<file path="src/hw/rtl/ids_pkg.sv">
// Package with the shared types, constants and month table of the date span block.
package ids_pkg;

    localparam int DAY_W   = 5;
    localparam int MONTH_W = 4;
    localparam int YEAR_W  = 14;
    localparam int ORD_W   = 23;
    localparam int SPAN_W  = 22;

    // Widths used by the shared multiplier.
    localparam int MUL_A_W = YEAR_W + 1;
    localparam int MUL_B_W = 13;
    localparam int PROD_W  = MUL_A_W + MUL_B_W;

    // ceil(y / 100) is taken as floor((y + 99) * 5243 / 2^19), exact below 43600.
    localparam logic [MUL_B_W-1:0] RECIP_100   = 13'd5243;
    localparam int                 RECIP_SHIFT = 19;
    localparam int                 CENT_W      = 8;
    localparam logic [MUL_B_W-1:0] COMMON_YEAR_LEN = 13'd365;

    localparam logic [SPAN_W-1:0] SPAN_MAX = {SPAN_W{1'b1}};

    localparam logic [MONTH_W-1:0] MONTH_JAN = 4'd1;
    localparam logic [MONTH_W-1:0] MONTH_FEB = 4'd2;
    localparam logic [MONTH_W-1:0] MONTH_MAR = 4'd3;
    localparam logic [MONTH_W-1:0] MONTH_MAY = 4'd5;
    localparam logic [MONTH_W-1:0] MONTH_JUL = 4'd7;
    localparam logic [MONTH_W-1:0] MONTH_AUG = 4'd8;
    localparam logic [MONTH_W-1:0] MONTH_OCT = 4'd10;
    localparam logic [MONTH_W-1:0] MONTH_DEC = 4'd12;

    typedef enum logic [2:0] {
        ORD_IDLE,
        ORD_DIV,
        ORD_LEAP,
        ORD_MUL,
        ORD_BASE,
        ORD_MONTH
    } ord_state_t;

    typedef enum logic [2:0] {
        ST_IDLE,
        ST_LAUNCH_S,
        ST_WAIT_S,
        ST_LAUNCH_E,
        ST_WAIT_E,
        ST_DONE
    } ids_state_t;

    typedef struct packed {
        logic               start;
        logic [DAY_W-1:0]   day;
        logic [MONTH_W-1:0] month;
        logic [YEAR_W-1:0]  year;
    } ord_req_t;

    typedef struct packed {
        logic             done;
        logic [ORD_W-1:0] ordinal;
    } ord_rsp_t;

    // Length of month m; every month number outside the named sets has 30 days.
    function automatic logic [DAY_W-1:0] month_len(input logic [MONTH_W-1:0] m,
                                                   input logic leap);
        logic [DAY_W-1:0] len;
        if (m == MONTH_FEB) begin
            len = leap ? 5'd29 : 5'd28;
        end
        else if (m inside {MONTH_JAN, MONTH_MAR, MONTH_MAY, MONTH_JUL,
                           MONTH_AUG, MONTH_OCT, MONTH_DEC}) begin
            len = 5'd31;
        end
        else begin
            len = 5'd30;
        end
        return len;
    endfunction

endpackage

</file>
<file path="src/hw/rtl/ids_ordinal.sv">
// Iterative unit that turns one date into its day ordinal counted from year 0.
module ids_ordinal (
    input  logic              clk,
    input  logic              rst_n,
    input  ids_pkg::ord_req_t req,
    output ids_pkg::ord_rsp_t rsp
);

    ids_pkg::ord_state_t state_reg, state_next;

    logic [ids_pkg::PROD_W-1:0]  prod_reg;
    logic [ids_pkg::ORD_W-1:0]   acc_reg, acc_next;
    logic [ids_pkg::YEAR_W-2:0]  leaps_reg;
    logic                        leap_reg;
    logic [ids_pkg::MONTH_W-1:0] k_reg, k_next;

    logic [ids_pkg::MUL_A_W-1:0] mul_a;
    logic [ids_pkg::MUL_B_W-1:0] mul_b;
    logic [ids_pkg::MUL_A_W-1:0] year_ext;
    logic [ids_pkg::MUL_A_W-1:0] year_p3;
    logic [ids_pkg::CENT_W-1:0]  cent;
    logic [ids_pkg::CENT_W:0]    cent_p3;
    logic [ids_pkg::MUL_A_W-1:0] cent_x100;
    logic                        div100, leap_now;
    logic [ids_pkg::YEAR_W-2:0]  leaps_now;
    logic                        more;

    assign year_ext = {1'b0, req.year};

    // The one multiplier serves both the reciprocal divide and the year scaling.
    always_comb
    begin
        if (state_reg == ids_pkg::ORD_DIV) begin
            mul_a = year_ext + ids_pkg::MUL_A_W'(99);
            mul_b = ids_pkg::RECIP_100;
        end
        else begin
            mul_a = year_ext;
            mul_b = ids_pkg::COMMON_YEAR_LEN;
        end
    end

    // Leap count of all years before y: ceil(y/4) - ceil(y/100) + ceil(y/400).
    always_comb
    begin
        year_p3   = year_ext + ids_pkg::MUL_A_W'(3);
        cent      = prod_reg[ids_pkg::RECIP_SHIFT +: ids_pkg::CENT_W];
        cent_p3   = {1'b0, cent} + 9'd3;
        cent_x100 = ids_pkg::MUL_A_W'(cent) * ids_pkg::MUL_A_W'(100);
        div100    = (cent_x100 == year_ext);
        leap_now  = (req.year[1:0] == 2'b00) && (!div100 || (cent[1:0] == 2'b00));
        leaps_now = year_p3[ids_pkg::MUL_A_W-1:2]
                  - (ids_pkg::YEAR_W-1)'(cent)
                  + (ids_pkg::YEAR_W-1)'(cent_p3[ids_pkg::CENT_W:2]);
    end

    assign more = (k_reg < req.month);

    always_ff @(posedge clk or negedge rst_n)
    begin
        if (!rst_n) begin
            state_reg <= ids_pkg::ORD_IDLE;
        end
        else begin
            state_reg <= state_next;
        end
    end

    always_ff @(posedge clk)
    begin
        prod_reg <= mul_a * mul_b;
        acc_reg  <= acc_next;
        k_reg    <= k_next;
        if (state_reg == ids_pkg::ORD_LEAP) begin
            leap_reg  <= leap_now;
            leaps_reg <= leaps_now;
        end
    end

    always_comb
    begin
        state_next  = state_reg;
        acc_next    = acc_reg;
        k_next      = k_reg;
        rsp.done    = 1'b0;
        rsp.ordinal = acc_reg;
        case (state_reg)
            ids_pkg::ORD_IDLE: begin
                if (req.start) begin
                    state_next = ids_pkg::ORD_DIV;
                end
            end
            ids_pkg::ORD_DIV: begin
                state_next = ids_pkg::ORD_LEAP;
            end
            ids_pkg::ORD_LEAP: begin
                state_next = ids_pkg::ORD_MUL;
            end
            ids_pkg::ORD_MUL: begin
                state_next = ids_pkg::ORD_BASE;
            end
            ids_pkg::ORD_BASE: begin
                acc_next   = prod_reg[ids_pkg::ORD_W-1:0]
                           + ids_pkg::ORD_W'(leaps_reg)
                           + ids_pkg::ORD_W'(req.day);
                k_next     = ids_pkg::MONTH_JAN;
                state_next = ids_pkg::ORD_MONTH;
            end
            ids_pkg::ORD_MONTH: begin
                if (more) begin
                    acc_next = acc_reg + ids_pkg::ORD_W'(ids_pkg::month_len(k_reg, leap_reg));
                    k_next   = k_reg + 4'd1;
                end
                else begin
                    rsp.done   = 1'b1;
                    state_next = ids_pkg::ORD_IDLE;
                end
            end
            default: begin
                state_next = ids_pkg::ORD_IDLE;
            end
        endcase
    end

endmodule

</file>
<file path="src/hw/rtl/inclusive_date_span.sv">
// Top level of the inclusive Gregorian date span block.
//
// This block counts the days from a start date through an end date, both
// days included, in the proleptic Gregorian calendar. Each date is turned
// into a day ordinal counted from year 0 by one iterative unit that is used
// first for the start date and then for the end date; the span is the
// difference of the two ordinals plus one. When the end date lies before
// the start date, order_error is set and span_days is 0, and a span beyond
// the 22-bit range saturates. Day and month values are taken as given:
// day 0 adds nothing, months 0 and 1 add no earlier months, and months 13
// to 15 count months 13 and 14 as 30-day months. The input side is ready
// again in the cycle after the result loads. The time an item takes is
// set by the month walk inside the ordinal unit, which adds one month
// length per cycle up to the given month, and by its four setup steps
// that share one multiplier for the leap-year count and the year scaling.
// The input side is not ready while an item is in work. The result sits
// in an output register, so a new input transfer can be taken while the
// previous result still waits.
module inclusive_date_span_core (
    input  logic                         clk,
    input  logic                         rst_n,
    input  logic                         in_valid,
    output logic                         in_ready,
    input  logic [ids_pkg::DAY_W-1:0]    start_day,
    input  logic [ids_pkg::MONTH_W-1:0]  start_month,
    input  logic [ids_pkg::YEAR_W-1:0]   start_year,
    input  logic [ids_pkg::DAY_W-1:0]    end_day,
    input  logic [ids_pkg::MONTH_W-1:0]  end_month,
    input  logic [ids_pkg::YEAR_W-1:0]   end_year,
    output logic                         out_valid,
    input  logic                         out_ready,
    output logic [ids_pkg::SPAN_W-1:0]   span_days,
    output logic                         order_error
);

    ids_pkg::ids_state_t state_reg, state_next;

    // Dates captured at the input transfer.
    logic [ids_pkg::DAY_W-1:0]   sd_reg, ed_reg;
    logic [ids_pkg::MONTH_W-1:0] sm_reg, em_reg;
    logic [ids_pkg::YEAR_W-1:0]  sy_reg, ey_reg;

    logic [ids_pkg::ORD_W-1:0]   os_reg;

    logic                        out_valid_reg, out_valid_next;
    logic [ids_pkg::SPAN_W-1:0]  span_reg;
    logic                        err_reg;

    ids_pkg::ord_req_t ord_req;
    ids_pkg::ord_rsp_t ord_rsp;

    logic                        in_xfer, out_xfer, load_out;
    logic [ids_pkg::ORD_W-1:0]   diff;
    logic [ids_pkg::ORD_W:0]     span_wide;
    logic                        end_early;

    ids_ordinal u_ordinal (
        .clk   (clk),
        .rst_n (rst_n),
        .req   (ord_req),
        .rsp   (ord_rsp)
    );

    assign in_ready = (state_reg == ids_pkg::ST_IDLE);
    assign in_xfer  = in_valid && in_ready;
    assign out_xfer = out_valid_reg && out_ready;

    // The ordinal unit sees the start date until its ordinal is stored,
    // then the end date. Its inputs stay stable while it works.
    always_comb
    begin
        ord_req.start = (state_reg == ids_pkg::ST_LAUNCH_S) ||
                        (state_reg == ids_pkg::ST_LAUNCH_E);
        if ((state_reg == ids_pkg::ST_LAUNCH_E) || (state_reg == ids_pkg::ST_WAIT_E)) begin
            ord_req.day   = ed_reg;
            ord_req.month = em_reg;
            ord_req.year  = ey_reg;
        end
        else begin
            ord_req.day   = sd_reg;
            ord_req.month = sm_reg;
            ord_req.year  = sy_reg;
        end
    end

    // The end ordinal is compared against the stored start ordinal the cycle
    // it comes out of the unit.
    always_comb
    begin
        end_early = (ord_rsp.ordinal < os_reg);
        diff      = ord_rsp.ordinal - os_reg;
        span_wide = {1'b0, diff} + 24'd1;
    end

    always_comb
    begin
        state_next = state_reg;
        load_out   = 1'b0;
        case (state_reg)
            ids_pkg::ST_IDLE: begin
                if (in_xfer) begin
                    state_next = ids_pkg::ST_LAUNCH_S;
                end
            end
            ids_pkg::ST_LAUNCH_S: begin
                state_next = ids_pkg::ST_WAIT_S;
            end
            ids_pkg::ST_WAIT_S: begin
                if (ord_rsp.done) begin
                    state_next = ids_pkg::ST_LAUNCH_E;
                end
            end
            ids_pkg::ST_LAUNCH_E: begin
                state_next = ids_pkg::ST_WAIT_E;
            end
            ids_pkg::ST_WAIT_E: begin
                if (ord_rsp.done) begin
                    state_next = ids_pkg::ST_DONE;
                end
            end
            ids_pkg::ST_DONE: begin
                // Holds here until the output register is free.
                if (!out_valid_reg || out_ready) begin
                    load_out   = 1'b1;
                    state_next = ids_pkg::ST_IDLE;
                end
            end
            default: begin
                state_next = ids_pkg::ST_IDLE;
            end
        endcase
    end

    always_comb
    begin
        out_valid_next = out_valid_reg;
        if (load_out) begin
            out_valid_next = 1'b1;
        end
        else if (out_xfer) begin
            out_valid_next = 1'b0;
        end
    end

    always_ff @(posedge clk or negedge rst_n)
    begin
        if (!rst_n) begin
            state_reg     <= ids_pkg::ST_IDLE;
            out_valid_reg <= 1'b0;
        end
        else begin
            state_reg     <= state_next;
            out_valid_reg <= out_valid_next;
        end
    end

    // Payload registers, no reset needed.
    logic                       err_hold_reg;
    logic [ids_pkg::SPAN_W-1:0] span_hold_reg;

    always_ff @(posedge clk)
    begin
        if (in_xfer) begin
            sd_reg <= start_day;
            sm_reg <= start_month;
            sy_reg <= start_year;
            ed_reg <= end_day;
            em_reg <= end_month;
            ey_reg <= end_year;
        end
        if ((state_reg == ids_pkg::ST_WAIT_S) && ord_rsp.done) begin
            os_reg <= ord_rsp.ordinal;
        end
        if ((state_reg == ids_pkg::ST_WAIT_E) && ord_rsp.done) begin
            err_hold_reg <= end_early;
            if (end_early) begin
                span_hold_reg <= '0;
            end
            else if (span_wide > (ids_pkg::ORD_W + 1)'(ids_pkg::SPAN_MAX)) begin
                span_hold_reg <= ids_pkg::SPAN_MAX;
            end
            else begin
                span_hold_reg <= span_wide[ids_pkg::SPAN_W-1:0];
            end
        end
        if (load_out) begin
            span_reg <= span_hold_reg;
            err_reg  <= err_hold_reg;
        end
    end

    assign out_valid   = out_valid_reg;
    assign span_days   = span_reg;
    assign order_error = err_reg;

endmodule

</file>
<file path="config.mk">
export PLATFORM = sky130hd
export DESIGN_NAME = inclusive_date_span_core
export DESIGN_NICKNAME = d
export VERILOG_FILES = /design/src/hw/rtl/ids_pkg.sv /design/src/hw/rtl/ids_ordinal.sv /design/src/hw/rtl/inclusive_date_span.sv
export SDC_FILE = /design/constraint.sdc
export NUM_CORES = 1
export LEC_CHECK = 0
export BUFFER_PORTS_ARGS = -buffer_cell sky130_fd_sc_hd__buf_2
export CAP_MARGIN = 30
export CORE_UTILIZATION = 60
export CTS_CLUSTER_DIAMETER = 50
export DETAILED_ROUTE_END_ITERATION = 6
export MAX_ROUTING_LAYER = met4
export PLACE_DENSITY_LB_ADDON = 0.15
export SETUP_SLACK_MARGIN = 0.15
export SYNTH_ARGS = -nofsm -noshare
export SYNTH_HDL_FRONTEND = slang
export SYNTH_SLANG_ARGS = --single-unit
export TNS_END_PERCENT = 5
</file>
<file path="constraint.sdc">
create_clock -name clk -period 22.1 [get_ports clk]
set_clock_uncertainty 0.15 [all_clocks]
set_input_delay 2.21 -clock clk [delete_from_list [all_inputs] [get_ports clk]]
set_output_delay 2.21 -clock clk [all_outputs]
set_load 0.005 [all_outputs]
</file>
## After elaboration in Yosys (flattened, before gate mapping)

Cells that the tools add are included.

- Register bits after elaboration: 190
- Input bits: 50
- Output and inout bits: 25
- Logic and storage cells: 109

- $add $sub $neg: 11
- Multiply operators: 2
- Order comparisons: 3
- Equal/unequal tests: 26
- Muxes and demuxes: 27
- Reductions and logical operators: 21

Operators by type and width:

| cell | number |
|---|---|
| $add 23x5->23 | 2 |
| $mux 23 | 2 |
| $pmux 23 s2 | 1 |
| $pmux 3 s6 | 2 |
| $mul 15x13->27 | 1 |
| $add 23x1->24 const B | 1 |
| $gt 24x22->1 const B | 1 |
| $add 23x13->23 | 1 |
| $lt 23x23->1 | 1 |
| $sub 23x23->23 | 1 |
| $mux 22 | 1 |
| $mux 3 | 6 |
| $add 14x2->15 const B | 1 |
| $add 14x7->15 const B | 1 |
| $eq 15x14->1 | 1 |
| $mux 15 | 1 |
| $mux 5 | 3 |
| $add 13x7->13 | 1 |
| $mul 8x5->13 const B | 1 |
| $mux 13 | 1 |
| $sub 13x8->13 | 1 |
| $eq 3x2->1 const B | 4 |
| $eq 3x3->1 const B | 4 |
| $eq 4x4->1 const B | 3 |
| other kinds (21) | 48 |

## Depth between registers and ports, before layout

- Depth in word-level cells: 9
- Depth in mapped cells: 34
- Depth with buffers taken out: 31

## Modules after synthesis

Synthesis repeated with hierarchy kept, for this count alone.

- Cell total of the unflattened synthesis: 1623
- Area total of the unflattened synthesis: 16618.4 sq um

Modules (own cells, without submodules):

| module | times used | cells an instance | area an instance (sq um) | seq. area each (sq um) |
|---|---|---|---|---|
| ids_ordinal | 1 | 1136 | 10510.1 | 1846.8 |
| inclusive_date_span_core | 1 | 487 | 6108.4 | 3553.4 |

## Worst setup path after synthesis

Ideal clock, no wire load.

- Path type: flip-flop to flip-flop
- Start point: register state_reg[0]
- End point: register u_ordinal.prod_reg[24] (netlist bit)
- Setup time: 72 ps
- Arrival: 8455 ps
- Data required time: 21878 ps
- Setup slack: 13423 ps
- Stages on the path, launching flop included: 34
- Path buffers: 4
- Clock period less this slack: 8677 ps
- Path through: dfrtp_1 > buf_2 > and3b_1 > nor2_4 > buf_2 > buf_1 > mux2_2 > inv_1 > ha_1 > nor3_1 > nand2b_1 > nand2_1 > xnor2_1 > nor2_1 > or2_2 > clkbuf_1 > fa_1 > inv_1 > fa_1 > inv_1 > fa_1 > inv_1 > fa_1 > fa_1 > inv_1 > ha_1 > or3_1 > o211a_1 > a41o_1 > o221a_2 > a2111oi_0 > o21ai_0 > a21oi_1 > xnor2_1

- Cells in the longest elaborated chain, start to end: 6
- Elaborated cells between the ends (all ways): 7
- Those cells by class: add/sub (1); mul (1); eq/ne (2); mux (2); reduce/logical (1)

Ends and longest elaborated chain:

| element | line | RTL |
|---|---|---|
| from (decl) | inclusive_date_span.sv:36 | `ids_pkg::ids_state_t state_reg, state_next;` |
| from (signal assigned) | inclusive_date_span.sv:148 | `state_reg <= ids_pkg::ST_IDLE;` |
| from (signal assigned) | inclusive_date_span.sv:152 | `state_reg <= state_next;` |
| $eq 3x2->1 / $eq 3x3->1 (equally long branches) | inclusive_date_span.sv:74 | `if ((state_reg == ids_pkg::ST_LAUNCH_E) \|\| (state_reg == ids_pkg::ST_WAIT_E)) begin` |
| $logic_or 1x1->1 (*) | inclusive_date_span.sv:74 |  |
| $mux 23 (*) | inclusive_date_span.sv:74 |  |
| $add 14x7->15 | ids_ordinal.sv:34 | `mul_a = year_ext + ids_pkg::MUL_A_W'(99);` |
| $mux 15 (*) | ids_ordinal.sv:33 | `if (state_reg == ids_pkg::ORD_DIV) begin` |
| $mul 15x13->27 (*) | ids_ordinal.sv:71 | `prod_reg <= mul_a * mul_b;` |
| to (signal assigned) | ids_ordinal.sv:71 |  |
| to (decl) | ids_ordinal.sv:11 | `logic [ids_pkg::PROD_W-1:0] prod_reg;` |

Mark *: on every way between the ends. The rest lies on a longest branch, timed or not.
A chain may end at the register's enable or synchronous reset.

## Worst setup path in the final report

Same ends and word-level chain as after synthesis.

==> metrics.md <==
| Metric | Value |
|---|---|
| Clk buf depth | `2` |
| Starting Density | `61.1%` |
| Cell Area, Synth | `0.0165 sq mm` |
| Max_slew headroom | `26.1%` |
| Number of diodes | `0` |
| Routed len/inst | `16.6 um` |
| Initial antenna violation count | `0` |
| Std-Cell Rows | `60` |
| Reg2reg end | `u_ordinal.prod_reg[24]` |
| Placed Area | `0.0172 sq mm` |
| Reg area | `0.00540 sq mm` |
| Gr usage total | `26.0%` |
| CP max FO | `27` |
| HPWL Detailed | `28000 um` |
| Routed Antenna Nets | `0` |
| CTS Root Buffer Type | `clkbuf_16` |
| Hold buffers post-CTS | `0` |
| Vias in the first global route | `11400` |
| CP required | `22320 ps` |
| Crit path capture type | `flip-flop` |
| DRC | `0` |
| Die height | `168 um` |
| Largest net degree at the start of global routing | `48` |
| Commonest register cell after synthesis | `edfxtp_1` |
| Clock slew at reported path FFs | `80 ps` |
| Sequential area share after synthesis | `32.8%` |
| Area of the multi-input gates | `0.00998 sq mm` |
| Routed wire length | `34100 um` |
| Mux cell area share after synthesis | `1.80%` |
| TritonCTS buffer count | `17` |
| Crit path to | `u_ordinal.prod_reg[24]` |
| R2R Setup Slk | `12940 ps` |
| H-Tree Depth | `4` |
| Seq cells post-synth | `190` |
| Number of hold violations in the final report | `0` |
| Routed vias | `11400` |
| Fmax | `0.109 GHz` |
| Final min period | `9160 ps` |
| Synth-to-layout area growth | `8.58%` |
| Leak Pwr | `8.19 nW` |
| First-pass GRT wire length | `55600 um` |
| IO Port Bufs | `74` |
| Synth Area in Adders | `28.2%` |
| Clock latency on the worst-skew pair | `450 ps` |
| Die area | `0.0281 sq mm` |
| Unrepaired setup endpoints after global routing | `false` |
| Post-cts sizing count | `0` |
| Number of synthesized flops with an enable pin | `156` |
| Clk sink count | `190` |
| Final Cell Area | `0.0179 sq mm` |
| Ys Warns | `0` |
| Die width | `168 um` |
| GR Overflow Total | `0` |
| TritonCTS clock tree | `built` |
| Layout cells sized above 1 | `8.90%` |
| Ratio of final minimum period to clock period | `41.5%` |
| Setup_tns | `0 ps` |
| Max-Cap Viols | `0` |
| Largest family of logic cells by synthesized area | `adder cells` |
| Final Setup Violations | `0` |
| Gate Count Post-Synth | `1622` |
| Maximum VDD drop | `29.8 uV` |
| Unique masters post-synth | `73` |
| Worst Setup Start Kind | `flip-flop` |
| Worst slew pin tran | `1080 ps` |
| Slew Limit Fails | `0` |
| Worst R2R Start | `state_reg[0]` |
| Status | `finished, final reports clean` |
| Post-synthesis compound-gate area fraction | `10.4%` |
| Nets | `2051` |
| Routability cong. | `0.943` |
| Power density cells | `40.7 mW/mm^2` |
| Post-Synth Simple-Gate Area | `11.7%` |
| Slowest stage delay, CP | `700 ps` |
| I/O pin count | `75` |
| Initial DRC Count | `490` |
| Syn avg cell area | `10.1 sq um` |
| Worst path arrival time | `9380 ps` |
| Post-synth ARST share | `3.68%` |
| Crit. Startpoint | `state_reg[0]` |
| Core area | `0.0270 sq mm` |
| Cells on worst reg2reg path | `29` |
| Number of flip-flops in the largest register | `27` |
| Post-Synth XOR/XNOR Area | `8.41%` |
| Fillcell total | `2147` |
| Post-CTS Repair Setup Buffers | `0` |
| Via density | `5.57` |
| Setup CP Type | `flip-flop to flip-flop` |
| HP Class | `flip-flop to flip-flop` |
| DRT Pass-1 Iters | `4` |
| Slowest-stage cell, CP | `nor2_4` |
final cells by class:
| class | count | share of cell area [%] |
|---|---|---|
| well taps | 341 | 2.39 |
| flip-flops and latches | 190 | 30.2 |
| multi-input cells | 1143 | 55.8 |
| inverters | 257 | 5.40 |
| repair buffers | 85 | 2.78 |
| clock buffers | 17 | 2.38 |
| clock inverters | 15 | 1.01 |
critical path, delay by kind of cell (launching register included):
family | cells | cell delay, ps
flip-flops | 1 | 500
buffers and inverters | 5 | 480
multiplexers | 1 | 350
AO/OA/AOI/OAI | 7 | 1890
AND/OR/NAND/NOR | 7 | 2320
adder cells (fa/ha/maj) | 7 | 2950
XOR/XNOR | 2 | 420
logic make-up after synthesis:
| family | count (synthesis) |
|---|---|
| adders and majority gates | 307 |
| DFF | 190 |
| xor gates and xnor gates | 158 |
| muxes | 29 |
| AOI/OAI and AO/OA | 268 |
| other | 1 |
| and+or+nand+nor | 378 |
| buffers and inverters | 291 |
power by group:
group,switching (mW),internal [mW],total (mW)
Combinational,0.0141,0.0134,0.0275
Clock,0.158,0.155,0.313
Sequential,0.00155,0.385,0.387
routing by layer:
metal / vias to the layer above / GRT usage (%) / part of all wire, %
li1: 5678 / - / -
met1: 5439 / 30.4 / 43
met3: 64 / 2.81 / 2.7
met4: 0 / 9.77 / 3.0
met5: - / - / 0
met2: 226 / 45.9 / 52
worst min path at each step:
stage,start,to,slack (ps),depth (start not counted)
3_3_place_gp,span_hold_reg[21],span_days[21],250,0
4_1_cts,span_hold_reg[2],span_days[2],270,0
2_1_floorplan,err_hold_reg,order_error,250,0
6_report,span_hold_reg[21],span_days[21],270,0
3_5_place_dp,span_hold_reg[2],span_days[2],250,0
5_1_grt,span_hold_reg[21],span_days[21],280,0
cell usage after synthesis (4+ instances only):
cell type	number	area, sq um
a211oi_1	7	52.6
dfrtp_1	7	175
nor2_1	108	405
nand2_1	79	297
o21ai_0	55	275
a21o_1	33	248
nor4_1	6	37.5
edfxtp_1	156	4680
inv_1	257	965
a21oi_1	78	390
mux2i_1	24	240
and4_1	4	35.0
o21bai_1	12	90.1
a2111oi_0	4	35.0
ha_1	201	2510
and3_1	12	75.1
nand4_1	13	81.3
and2_1	12	75.1
xor2_1	55	482
clkbuf_1	26	97.6
fa_1	106	2120
a21boi_0	4	30.0
xnor2_1	103	902
mux2_2	5	56.3
o22ai_1	19	119
o31ai_1	4	30.0
nand2b_1	12	75.1
or3_1	13	81.3
dfxtp_1	27	541
nand3_1	34	170
buf_2	6	30.0
nor3b_1	7	52.6
nor2b_1	16	100
o21a_1	12	90.1
or2_2	12	75.1
nor3_1	29	145
a31oi_1	9	56.3
layout by cell type, fill, tap and decap left out, drive strengths merged, types with 13 or more instances in the layout:
cell type	instances
a21o	33
a21oi	78
buf	85
clkbuf	17
dfxtp	27
edfxtp	156
fa	106
ha	201
inv	266
mux2i	24
nand2	79
nand3	34
nand4	15
nor2	109
nor2b	16
nor3	32
o21ai	58
o22ai	19
or2	13
or3	13
xnor2	103
xor2	55
metrics by stage:
stage | hold WS, ps | cells | power [mW] | setup WS, ps | utilization, %
final | 273 | 2048 | 0.727 | 12940 | 66.3
after global routing | 281 | 2048 | 0.750 | 12240 | 66.3
after floorplan | 250 | 1624 | 0.413 | 13420 | -
after global placement | 250 | 2012 | 0.421 | 13140 | 63.8
after CTS | 275 | 2047 | 0.733 | 12940 | 66.3
after detailed placement | 255 | 2015 | 0.422 | 13000 | 64.0
Power figures use the tool's default switching activity.
